$ cat config.mk
export PLATFORM = sky130hd
export DESIGN_NAME = dlps_div
export DESIGN_NICKNAME = d
export VERILOG_FILES = /design/src/hw/rtl/delay_line_pitch_shifter_assert.svh /design/src/hw/rtl/dlps_pkg.sv /design/src/hw/rtl/dlps_div.sv
export SDC_FILE = /design/constraint.sdc
export NUM_CORES = 1
export LEC_CHECK = 0
export BUFFER_PORTS_ARGS = -buffer_cell sky130_fd_sc_hd__buf_2
export CORE_ASPECT_RATIO = 1.1
export CORE_MARGIN = 2
export CORE_UTILIZATION = 40
export CTS_BUF_LIST = sky130_fd_sc_hd__clkbuf_8 sky130_fd_sc_hd__clkbuf_16
export CTS_CLUSTER_SIZE = 20
export DETAILED_ROUTE_END_ITERATION = 8
export PLACE_DENSITY_LB_ADDON = 0.15
export SLEW_MARGIN = 0
export SYNTH_ARGS = -nofsm -noshare
export SYNTH_HDL_FRONTEND = slang
export SYNTH_SLANG_ARGS = --single-unit
$ cat constraint.sdc
create_clock -name clk_i -period 3.04 [get_ports clk_i]
set_input_delay 0 -clock clk_i [delete_from_list [all_inputs] [get_ports clk_i]]
set_output_delay 0 -clock clk_i [all_outputs]
set_load 0.02 [all_outputs]
$ cat src/hw/rtl/delay_line_pitch_shifter_assert.svh
// Assertion helpers for the RTL files; delay_line_pitch_shifter.sv includes them.
// Both sample on clk_i and are disabled while rst_ni is low.
`ifndef DELAY_LINE_PITCH_SHIFTER_ASSERT_SVH
`define DELAY_LINE_PITCH_SHIFTER_ASSERT_SVH

// cond must hold at every edge
`define DLPS_ASSERT(name, cond, msg) \
  name: assert property (@(posedge clk_i) disable iff (!rst_ni) (cond)) else $error(msg);

// post must hold in the cycle after pre
`define DLPS_ASSERT_NEXT(name, pre, post, msg) \
  name: assert property (@(posedge clk_i) disable iff (!rst_ni) (pre) |=> (post)) else $error(msg);

`endif

$ cat src/hw/rtl/dlps_pkg.sv
package dlps_pkg;

  localparam int unsigned BufDepth   = 16384;
  localparam int unsigned SampleBits = 24;
  localparam int unsigned FracBits   = SampleBits - 1;
  localparam int unsigned StoreBits  = SampleBits + 2;
  localparam int unsigned AddrW      = $clog2(BufDepth);

  localparam int unsigned WpW    = 14;
  localparam int unsigned RpW    = 30;
  localparam int unsigned SpeedW = 19;
  localparam int unsigned GainW  = 17;

  localparam int unsigned CfgIdxW  = 3;
  localparam int unsigned CfgDataW = 30;

  localparam int unsigned OneQ16   = 65536;
  localparam int unsigned WidthMin = 65536;
  localparam int unsigned WidthMax = 9990 * 65536;

  // divider: quotient and magnitude of the feedback sum
  localparam int unsigned DivW = StoreBits + 1;
  localparam int unsigned RemW = StoreBits + 1;

  // shared multiplier
  localparam int unsigned MulAW = StoreBits + 2;
  localparam int unsigned MulBW = GainW + 1;
  localparam int unsigned MulW  = MulAW + MulBW;
  localparam int unsigned SatW  = MulW + 2;

  localparam logic [CfgIdxW-1:0] CfgReadSpeed   = CfgIdxW'(0);
  localparam logic [CfgIdxW-1:0] CfgLoopWidth   = CfgIdxW'(1);
  localparam logic [CfgIdxW-1:0] CfgFeedback    = CfgIdxW'(2);
  localparam logic [CfgIdxW-1:0] CfgOutputTrim  = CfgIdxW'(3);
  localparam logic [CfgIdxW-1:0] CfgWetMix      = CfgIdxW'(4);

  function automatic logic signed [StoreBits-1:0] sat_store(input logic signed [SatW-1:0] v);
    logic signed [SatW-1:0] hi;
    logic signed [SatW-1:0] lo;
    hi = {{(SatW-StoreBits+1){1'b0}}, {(StoreBits-1){1'b1}}};
    lo = ~hi;
    if (v > hi) begin
      return hi[StoreBits-1:0];
    end else if (v < lo) begin
      return lo[StoreBits-1:0];
    end
    return v[StoreBits-1:0];
  endfunction

  function automatic logic signed [SampleBits-1:0] sat_sample(input logic signed [SatW-1:0] v);
    logic signed [SatW-1:0] hi;
    logic signed [SatW-1:0] lo;
    hi = {{(SatW-SampleBits+1){1'b0}}, {(SampleBits-1){1'b1}}};
    lo = ~hi;
    if (v > hi) begin
      return hi[SampleBits-1:0];
    end else if (v < lo) begin
      return lo[SampleBits-1:0];
    end
    return v[SampleBits-1:0];
  endfunction

endpackage

$ cat src/hw/rtl/dlps_div.sv
module dlps_div (
  input  logic                           clk_i,
  input  logic                           rst_ni,
  input  logic                           start_i,
  input  logic [dlps_pkg::DivW-1:0]      dvd_i,
  input  logic [dlps_pkg::StoreBits-1:0] dvs_i,
  output logic                           done_o,
  output logic [dlps_pkg::DivW-1:0]      quo_o
);
  import dlps_pkg::*;

  localparam int unsigned CntW = $clog2(DivW + 1);

  logic [CntW-1:0]      cnt_q;
  logic                 done_q;
  logic [RemW-1:0]      rem_q;
  logic [DivW-1:0]      dvd_q;
  logic [DivW-1:0]      quo_q;
  logic [StoreBits-1:0] dvs_q;
  logic [RemW-1:0]      trial;
  logic                 fits;

  // restoring step: bring down one dividend bit (dividend is m << FracBits)
  assign trial = {rem_q[RemW-2:0], dvd_q[DivW-1]};
  assign fits  = trial >= RemW'(dvs_q);

  always_ff @(posedge clk_i or negedge rst_ni) begin
    if (!rst_ni) begin
      cnt_q  <= '0;
      done_q <= 1'b0;
    end else if (start_i) begin
      cnt_q  <= CntW'(DivW);
      done_q <= 1'b0;
    end else if (cnt_q != '0) begin
      cnt_q  <= cnt_q - 1'b1;
      done_q <= (cnt_q == CntW'(1));
    end else begin
      done_q <= 1'b0;
    end
  end

  always_ff @(posedge clk_i) begin
    if (start_i) begin
      // upper dividend bits are below the divisor, so no quotient bits there
      rem_q <= RemW'(dvd_i >> (DivW - FracBits));
      dvd_q <= dvd_i << FracBits;
      quo_q <= '0;
      dvs_q <= dvs_i;
    end else if (cnt_q != '0) begin
      rem_q <= fits ? (trial - RemW'(dvs_q)) : trial;
      dvd_q <= dvd_q << 1;
      quo_q <= {quo_q[DivW-2:0], fits};
    end
  end

  assign done_o = done_q;
  assign quo_o  = quo_q;

endmodule

==> results.tsv, run 1 <==
metric	value	unit
DRC viols	0	
Cells after Synth	541	
clk_skew	0.00903	ns
Clock transition at path regs	0.06	ns
DP HPWL	8830	um
Primary FF master, synth	edfxtp_1	
Startpoint Class	flop	
diode count	0	
DR iter-0 viols	186	
first-pass GRT wire length	21000	um
Final Non-Filler Cells	845	
gpl congestion	0.855	
final number of hold-violating endpoints	0	
R2R Path Start	rem_q[13]	
TritonCTS clock tree	yes	
Root Buffer	clkbuf_16	
WS Path Type	reg -> reg	
setup violators final	0	
Vias/cell	5.21	
Final Cycle Share	95.4	%
worst setup margin	0.140	ns
PnR Total Power	5580	uW
vias in the first global route	4421	
via count	4399	
crit path capture type	flop	
leakage power	0.00285	uW
library cells used by synthesis	62	
synth cell count leaders	nand2_1 (99), a21oi_1 (70), edfxtp_1 (53)	
Worst-Margin Slew	0.707	ns
Syn-to-layout area delta	30.1	%
HP Class	in -> reg	
Hold Crit Start	dvd_i[24]	
layout cells sized above 1	20.3	%
final net count	769	
TritonCTS sink count	89	
Mapped Nets	627	
total congestion overflow	0	
DIE HEIGHT	122	um
max-slew violation count	0	
Die Span X	111	um
maxcap violations	0	
ys async rst share	6.74	%
htree depth	3	
Fmax	345	MHz
Antenna Nets Post-Route	0	
Avg Cell Area, Syn	9.34	um2
I/O Buffers	83	
CP required	3.12	ns
area share of the largest cell type after synthesis	31.5	%
R2R cell count	10	
largest net degree at the start of global routing	65	
worst vdd ir	356	uV
status	finished clean	
routed wire length	12700	um
Core ar.	0.0125	mm2
final core occ	52.7	%
# IOs	84	
die area	0.0136	mm2
drt wl/cell	15.0	um
Yosys reg bits	89	
setup slack after placement	0.0572	ns
Worst Path Max Fanout	8	
post-synth top area cell	edfxtp_1	
initial antenna violation count	0	
1st-pass router iterations	5	
PD cells	848	mW/mm2
Cell Area, Synth	0.00505	mm2
CTS Buffer Depth	2	
GRT Overall Usage	19.3	%
Clock Latency Late Sink	0.35	ns
register area share after synthesis	46.3	%
unrepaired setup endpoints after global routing	no	
origin of the worst setup path	rem_q[13]	
# rows	43	
Arr. time, crit path	2.98	ns
Hold Path Stages	3	
total CTS buffers	9	
initial core utilization	40.5	%
Setup TNS Final	0	ns
Slew HR	52.8	%
Yosys warning total	0	
count leader, synth	nand2_1	
dpl cells	777	
EDFF count, synth	53	
Final min period	2.90	ns
synth top area cells	edfxtp_1 (31%), dfxtp_1 (12%), nand2_1 (7.4%)	
-- per-stage QoR --
stage | area (um2) | hold slack, ns
2_1_floorplan | 5050 | -0.296
5_1_grt | 6580 | 0.0162
4_1_cts | 6530 | 0.00254
3_5_place_dp | 5710 | -0.168
6_report | 6580 | 0.0135
3_3_place_gp | 5710 | -0.170
-- repair_timing --
action	CTS	global route
gates resized for setup	0	7
hold buffers	51	0
endpoints found under the setup margin	0	5
buffers inserted	0	1
hold endpoints to repair	54	0
-- final cells by class --
type / instances / area, um2
clock buffer: 12 / 289
clock inverter: 4 / 22.5
fill: 1203 / 5900
inverter: 37 / 139
multi-input combinational: 391 / 2500
sequential: 89 / 2340
tap: 157 / 196
timing repair buffer: 155 / 1090
-- per-layer routing --
layer	global-route usage [%]	vias to the layer above	share of wire, %
met4	8.02	0	2.0
met2	32.9	104	48
met5	0	-	0
met3	3.98	17	4.5
li1	-	2212	-
met1	24.0	2066	46
-- placed cells by master (no fill, tap or decap), drive strengths merged, types with 5 or more instances in the layout --
| cell type | instances |
|---|---|
| clkbuf | 12 |
| dfxtp | 30 |
| nor3 | 7 |
| edfxtp | 53 |
| xnor2 | 14 |
| nor2 | 25 |
| a31oi | 5 |
| a211oi | 8 |
| dfrtp | 6 |
| or3 | 5 |
| a21oi | 70 |
| o21ai | 28 |
| ha | 29 |
| buf | 104 |
| nand2 | 99 |
| xor2 | 5 |
| inv | 37 |
| dlygate4sd3 | 51 |
| mux2 | 5 |
| nand3 | 6 |
| a21o | 13 |
| a2bb2oi | 16 |
-- kinds of logic (layout without fill, tap and decap cells) --
kind of cell / count (synthesis) / after routing / share of synthesized area [%]
simple gates: 171 / 171 / 15.3
compound gates: 162 / 162 / 20.6
flops: 89 / 89 / 46.3
buf+inv: 61 / 208 / 5.02
fa+ha+maj: 30 / 30 / 7.57
xor+xnor: 19 / 19 / 3.29
mux: 9 / 9 / 1.91
-- flip-flops by register name, indices dropped and copies added, names as in the netlist --
signal,count
dvd_q,4
rem_q,26
done_o,1
cnt_q,5
dvs_q,26
quo_o,27
-- worst paths after layout --
| path | slack (ns) | end |
|---|---|---|
| min in group asynchronous | 0.51 | cnt_q[0] |
| hold / removal | 0.01 | rem_q[20] |
| setup reg to reg | 0.14 | rem_q[2] |
| max in group asynchronous | 1.73 | done_o |
| setup / recovery | 0.14 | rem_q[2] |
| hold reg to reg | 0.46 | quo_o[26] |
-- report_power, final --
group	leakage [uW]	switching, uW	total, uW	internal [uW]
clock network	0.000160	473	1140	672
registers	0.000848	137	1680	1550
logic	0.00184	1550	2750	1210
total	0.00285	2160	5580	3420
-- critical path, cell delays in order, from the launching register on --
cell,delay (ns)
edfxtp_1,0.41
ha_1,0.38
a21oi_1,0.21
o21ai_0,0.17
or2_2,0.35
o21ai_4,0.22
a211oi_4,0.09
or2_1,0.25
buf_4,0.18
o21ai_0,0.27
o21ai_0,0.11
Note: power is estimated with default switching activity, not from simulation.
==> run 2, diff against run 1 <==
--- a/config.mk
+++ b/config.mk
@@ -5,7 +5,7 @@
 export SDC_FILE = /design/constraint.sdc
 export NUM_CORES = 1
 export LEC_CHECK = 0
-export BUFFER_PORTS_ARGS = -buffer_cell sky130_fd_sc_hd__buf_2
+export BUFFER_PORTS_ARGS = -buffer_cell sky130_fd_sc_hd__clkbuf_2
 export CORE_ASPECT_RATIO = 1.1
 export CORE_MARGIN = 2
 export CORE_UTILIZATION = 40
==> constraint.sdc (replaced) <==
create_clock -name clk_i -period 3.62 [get_ports clk_i]
set_input_delay 0 -clock clk_i [delete_from_list [all_inputs] [get_ports clk_i]]
set_output_delay 0 -clock clk_i [all_outputs]
set_load 0.02 [all_outputs]
==> run 2 against run 1 <==
Against the previous run: via count is 1.3% lower; sequential power down 16%; count of clock-buffer cells in the layout down 2; core utilization shrank 1.8 points; flip-flop and latch count is the same; fmax is 6.9% lower; combinational power down 23%; global-route usage is 0.68 points lower; cell area is 3.3% lower; wire length down 2.5%; first-iteration DRC count up 13%; critical endpoint is now rem_q[18]; largest cell class unchanged; largest power group unchanged.
==> results.tsv, run 2 (synthesis gave the netlist of run 1 again) <==
metric	value	unit	change
Worst Path Max Fanout	21		+13
dpl cells	764		-1.7%
CTS resizes	0		unchanged
CP required	3.71	ns	+0.59 ns
I/O Buffers	83		unchanged
status	finished clean		
GRT Overall Usage	18.6	%	-0.68 points
total congestion overflow	0		unchanged
DP Area	0.00563	mm2	-1.5%
Final Non-Filler Cells	825		-2.4%
crit path capture type	flop		
CP delay by family, top	compound AO/OA/AOI/OAI gates		
setup violators final	0		unchanged
Fmax	321	MHz	-6.9%
Setup TNS Final	0	ns	unchanged
WS Path Type	reg -> reg		
unrepaired setup endpoints after global routing	no		
leakage power	0.00272	uW	-4.4%
Final min period	3.11	ns	+0.214 ns
final net count	749		-2.6%
Max stage delay on crit path	0.47	ns	+0.06 ns
# rows	43		unchanged
worst path cell trace	ha_1 > nand2_1 > o21ai_0 > o21a_1 > o21ai_4 > a211oi_4 > or2_1 > buf_12 > and4_4 > nor3_2		
routed wire length	12400	um	-2.5%
initial core utilization	40.5	%	unchanged
fillcell total	1218		+1.2%
Root Buffer	clkbuf_16		
area of the multi-input gates	0.00246	mm2	-1.5%
final number of hold-violating endpoints	0		unchanged
Post-CTS Setup Inserts	0		unchanged
sum of buffers and inverters on the critical path	1		unchanged
Die Span X	111	um	unchanged
Register Area	0.00234	mm2	unchanged
TritonCTS clock tree	yes		
PD cells	696	mW/mm2	-18%
Clock Latency Late Sink	0.35	ns	about the same
total CTS buffers	9		unchanged
# IOs	84		unchanged
CTS Hold Bufs	45		-12%
DP HPWL	8590	um	-2.7%
Worst-Margin Slew	1.02	ns	+0.314 ns
drt wl/cell	15.0	um	-0.15%
Vias/cell	5.26		+1.1%
DRC viols	0		unchanged
max reg flops	27		unchanged
gpl congestion	0.867		+1.5%
via count	4340		-1.3%
die area	0.0136	mm2	unchanged
CTS Buffer Depth	2		unchanged
1st-pass router iterations	5		unchanged
max-slew violation count	0		unchanged
DR iter-0 viols	210		+13%
most frequent cells in the layout	nand2_1 (99), clkbuf_2 (82), a21oi_1 (70), edfxtp_1 (53), dlygate4sd3_1 (45)		
Clock transition at path regs	0.07	ns	about the same
DIE HEIGHT	122	um	unchanged
Antenna Nets Post-Route	0		unchanged
worst vdd ir	310	uV	-13%
most common cell after layout, fill and taps aside	nand2_1		
first-pass GRT wire length	20400	um	-2.7%
HP Class	in -> async		
largest net degree at the start of global routing	90		+38%
layout cells sized above 1	18.4	%	-1.9 points
htree depth	3		unchanged
TritonCTS sink count	89		unchanged
diode count	0		unchanged
vias in the first global route	4276		-3.3%
maxcap violations	0		unchanged
Core ar.	0.0125	mm2	unchanged
Final Cycle Share	86.0	%	-9.4 points
clk_skew	0.00941	ns	+0.000381 ns
Arr. time, crit path	3.21	ns	+0.23 ns
Slew HR	31.9	%	-21 points
Startpoint Class	flop		
initial antenna violation count	0		unchanged
Syn-to-layout area delta	25.8	%	
Final Cell Area	0.00636	mm2	-3.3%
CP max-delay cell	ha_1		
==> run 2: changes by cell type in the layout (fill, tap and decap cells not counted), moves of 6 or more <==
cell / previous run / this run
clkbuf_2: 0 / 82
dlygate4sd3_1: 51 / 45
buf_2: 82 / 0
buf_4: 22 / 7
==> run 2: per-stage QoR <==
stage | total power (uW) | util (%) | setup WS, ns | hold WS (ns)
5_1_grt | 4760 | 50.9 | 0.285 | 0.00627
3_3_place_gp | 3480 | 45.1 | 0.552 | -0.161
3_5_place_dp | 3500 | 45.1 | 0.549 | -0.165
2_1_floorplan | 3030 | - | 0.913 | -0.296
4_1_cts | 4450 | 50.9 | 0.532 | 0.00123
6_report | 4430 | 50.9 | 0.506 | 0.00500
==> run 2: layout make-up <==
| type | instances | area share [%] |
|---|---|---|
| Clock buffer | 10 | 3.76 |
| Clock inverter | 6 | 0.689 |
| Inverter | 37 | 2.18 |
| Multi-Input combinational cell | 391 | 38.8 |
| Sequential cell | 89 | 36.8 |
| Tap cell | 157 | 3.09 |
| Timing Repair Buffer | 135 | 14.7 |
==> run 2: final timing paths <==
kind	start	endpoint	slack [ns]	cells past startpoint
max	rem_q[12]	rem_q[18]	0.51	10
min	rst_ni	done_o	0.005	2
max reg2reg	rem_q[12]	rem_q[18]	0.51	10
min reg2reg	quo_o[26]	quo_o[26]	0.46	2
max in group asynchronous	rst_ni	cnt_q[1]	3.45	2
min in group clk_i	dvd_i[26]	rem_q[22]	0.01	2
==> run 2: power breakdown <==
| group | internal [uW] | total (uW) | switching (uW) |
|---|---|---|---|
| Sequential | 1300 | 1410 | 112 |
| Clock | 486 | 885 | 399 |
| Combinational | 894 | 2130 | 1240 |
| Total | 2680 | 4430 | 1750 |
==> run 2: metal layers <==
layer	vias to the layer above	routed length, um	global-route usage, %
met5	-	0	0
met4	0	114	7.41
met3	8	552	3.08
met2	98	6100	32.4
met1	2058	5630	23.2
li1	2176	-	-
==> run 2: worst reg2reg max path, delay by kind of cell, from the launching register on <==
family | cells | cell delay, ns
and+or+nand+nor | 4 | 0.74
DFF | 1 | 0.44
adders and majority gates | 1 | 0.47
buffers and inverters | 1 | 0.21
AOI/OAI and AO/OA | 4 | 1.00
==> run 3, diff against run 2 <==
--- a/config.mk
+++ b/config.mk
@@ -6,6 +6,8 @@
 export NUM_CORES = 1
 export LEC_CHECK = 0
 export BUFFER_PORTS_ARGS = -buffer_cell sky130_fd_sc_hd__clkbuf_2
+export CELL_PAD_IN_SITES_DETAIL_PLACEMENT = 0
+export CELL_PAD_IN_SITES_GLOBAL_PLACEMENT = 1
 export CORE_ASPECT_RATIO = 1.1
 export CORE_MARGIN = 2
 export CORE_UTILIZATION = 40
==> run 3 against run 2 <==
Against the previous run: worst hold slack got worse by 0.0033 ns; flip-flop and latch count unchanged; sequential share of layout area decreased by 0.23 points; register-to-register slack improved by 0.097 ns; largest power group unchanged; clock skew decreased by 0.0022 ns; via count decreased by 1.5%.
==> results.tsv, run 3 (synthesis gave the netlist of run 1 again) <==
metric	value	unit	change
die area	0.0136	mm2	unchanged
DRC viols	0		unchanged
DP Area	0.00563	mm2	+0.13%
drt wl/cell	15.0	um	about the same
Startpoint Class	flop		
sum of buffers and inverters on the critical path	1		unchanged
Clock transition at path regs	0.07	ns	about the same
final net count	751		+0.27%
most frequent cells in the layout	nand2_1 (99), clkbuf_2 (82), a21oi_1 (70), edfxtp_1 (53), dlygate4sd3_1 (46)		
most common cell after layout, fill and taps aside	nand2_1		
initial antenna violation count	0		unchanged
setup violators final	0		unchanged
HP Class	in -> reg		
Arr. time, crit path	3.12	ns	-0.09 ns
Worst Path Max Fanout	21		unchanged
clk_skew	0.00717	ns	-0.00223 ns
total CTS buffers	9		unchanged
Max stage delay on crit path	0.39	ns	-0.08 ns
DIE HEIGHT	122	um	unchanged
max-slew violation count	0		unchanged
first-pass GRT wire length	21000	um	+2.6%
Root Buffer	clkbuf_16		
via count	4276		-1.5%
GRT Overall Usage	19.1	%	+0.52 points
CP required	3.72	ns	about the same
Die Span X	111	um	unchanged
Final Cell Area	0.00640	mm2	+0.63%
Slew HR	53.7	%	+22 points
PD cells	707	mW/mm2	+1.6%
CP max-delay cell	edfxtp_1		
leakage power	0.00274	uW	+0.71%
Worst-Margin Slew	0.694	ns	-0.327 ns
# rows	43		unchanged
initial core utilization	40.5	%	unchanged
status	finished clean		
Fin Hold WS	0.00168	ns	-0.00332 ns
TritonCTS sink count	89		unchanged
CTS resizes	0		unchanged
DP HPWL	8670	um	+0.93%
CP delay by family, top	compound AO/OA/AOI/OAI gates		
largest net degree at the start of global routing	63		-30%
final number of hold-violating endpoints	0		unchanged
# IOs	84		unchanged
CTS Buffer Depth	2		unchanged
Core ar.	0.0125	mm2	unchanged
vias in the first global route	4248		-0.65%
worst vdd ir	375	uV	+21%
htree depth	3		unchanged
layout cells sized above 1	18.5	%	+0.094 points
max reg flops	27		unchanged
TritonCTS clock tree	yes		
final core occ	51.3	%	+0.32 points
WS Path Type	reg -> reg		
Final Cycle Share	83.4	%	-2.7 points
Fmax	331	MHz	+3.2%
worst path cell trace	ha_1 > nand2_1 > a211oi_2 > o21a_1 > o21ai_4 > a211oi_4 > or2_1 > buf_12 > o21ai_0 > o22a_1		
1st-pass router iterations	4		-1
diode count	0		unchanged
Clock Latency Late Sink	0.35	ns	about the same
Vias/cell	5.17		-1.7%
routed wire length	12400	um	+0.31%
crit path capture type	flop		
total congestion overflow	0		unchanged
gpl congestion	0.941		+8.5%
Antenna Nets Post-Route	0		unchanged
Syn-to-layout area delta	26.6	%	
unrepaired setup endpoints after global routing	no		
Final min period	3.02	ns	-0.0968 ns
DR iter-0 viols	209		-0.48%
maxcap violations	0		unchanged
Setup TNS Final	0	ns	unchanged
I/O Buffers	83		unchanged
[run 3: worst paths after layout]
check,from,end,slack (ns),depth (start not counted)
max in group asynchronous,rst_ni,cnt_q[2],3.45,2
min in group asynchronous,rst_ni,done_o,0.01,2
max reg2reg,rem_q[3],rem_q[0],0.60,10
min reg2reg,quo_o[26],quo_o[26],0.46,2
min,dvd_i[10],rem_q[6],0.002,2
max,rem_q[3],rem_q[0],0.60,10
[run 3: repair_timing]
item                                    4_1_cts  5_1_grt
hold buffers                                 46        0
endpoints found under the setup margin        0        0
hold endpoints to repair                     51        0
setup buffers                                 0        0
[run 3: per-layer routing]
| layer | vias to the layer above | share of wire (%) | track usage [%] |
|---|---|---|---|
| met5 | - | 0 | 0 |
| met4 | 0 | 1.1 | 4.86 |
| met3 | 11 | 4.7 | 4.18 |
| met2 | 88 | 47 | 31.9 |
| met1 | 1997 | 47 | 25.6 |
| li1 | 2180 | - | - |
[run 3: worst reg2reg max path: cells and delay by family (launching register included)]
kind	cells	cell delay, ns
simple gates	2	0.44
buf+inv	1	0.21
fa+ha+maj	1	0.38
flops	1	0.39
compound gates	6	1.35
[run 3: metrics by stage]
stage	setup slack [ns]	instances	total power, uW
finish	0.603	827	4520
global route	0.354	827	4860
CTS	0.618	827	4550
detailed placement	0.613	765	3520
global placement	0.667	765	3550
floorplan	0.913	541	3030
[run 3: area by class of cell]
type | instances | area [um2]
Clock buffer | 10 | 239
Clock inverter | 6 | 66.3
Fill cell | 1167 | 6080
Inverter | 37 | 139
Multi-Input combinational cell | 391 | 2460
Sequential cell | 89 | 2340
Tap cell | 157 | 196
Timing Repair Buffer | 137 | 951
[run 3: power by group]
group	switching, uW	total (uW)	internal (uW)
Sequential	106	1400	1300
Combinational	1250	2150	904
Clock	410	967	557
Total	1770	4520	2760
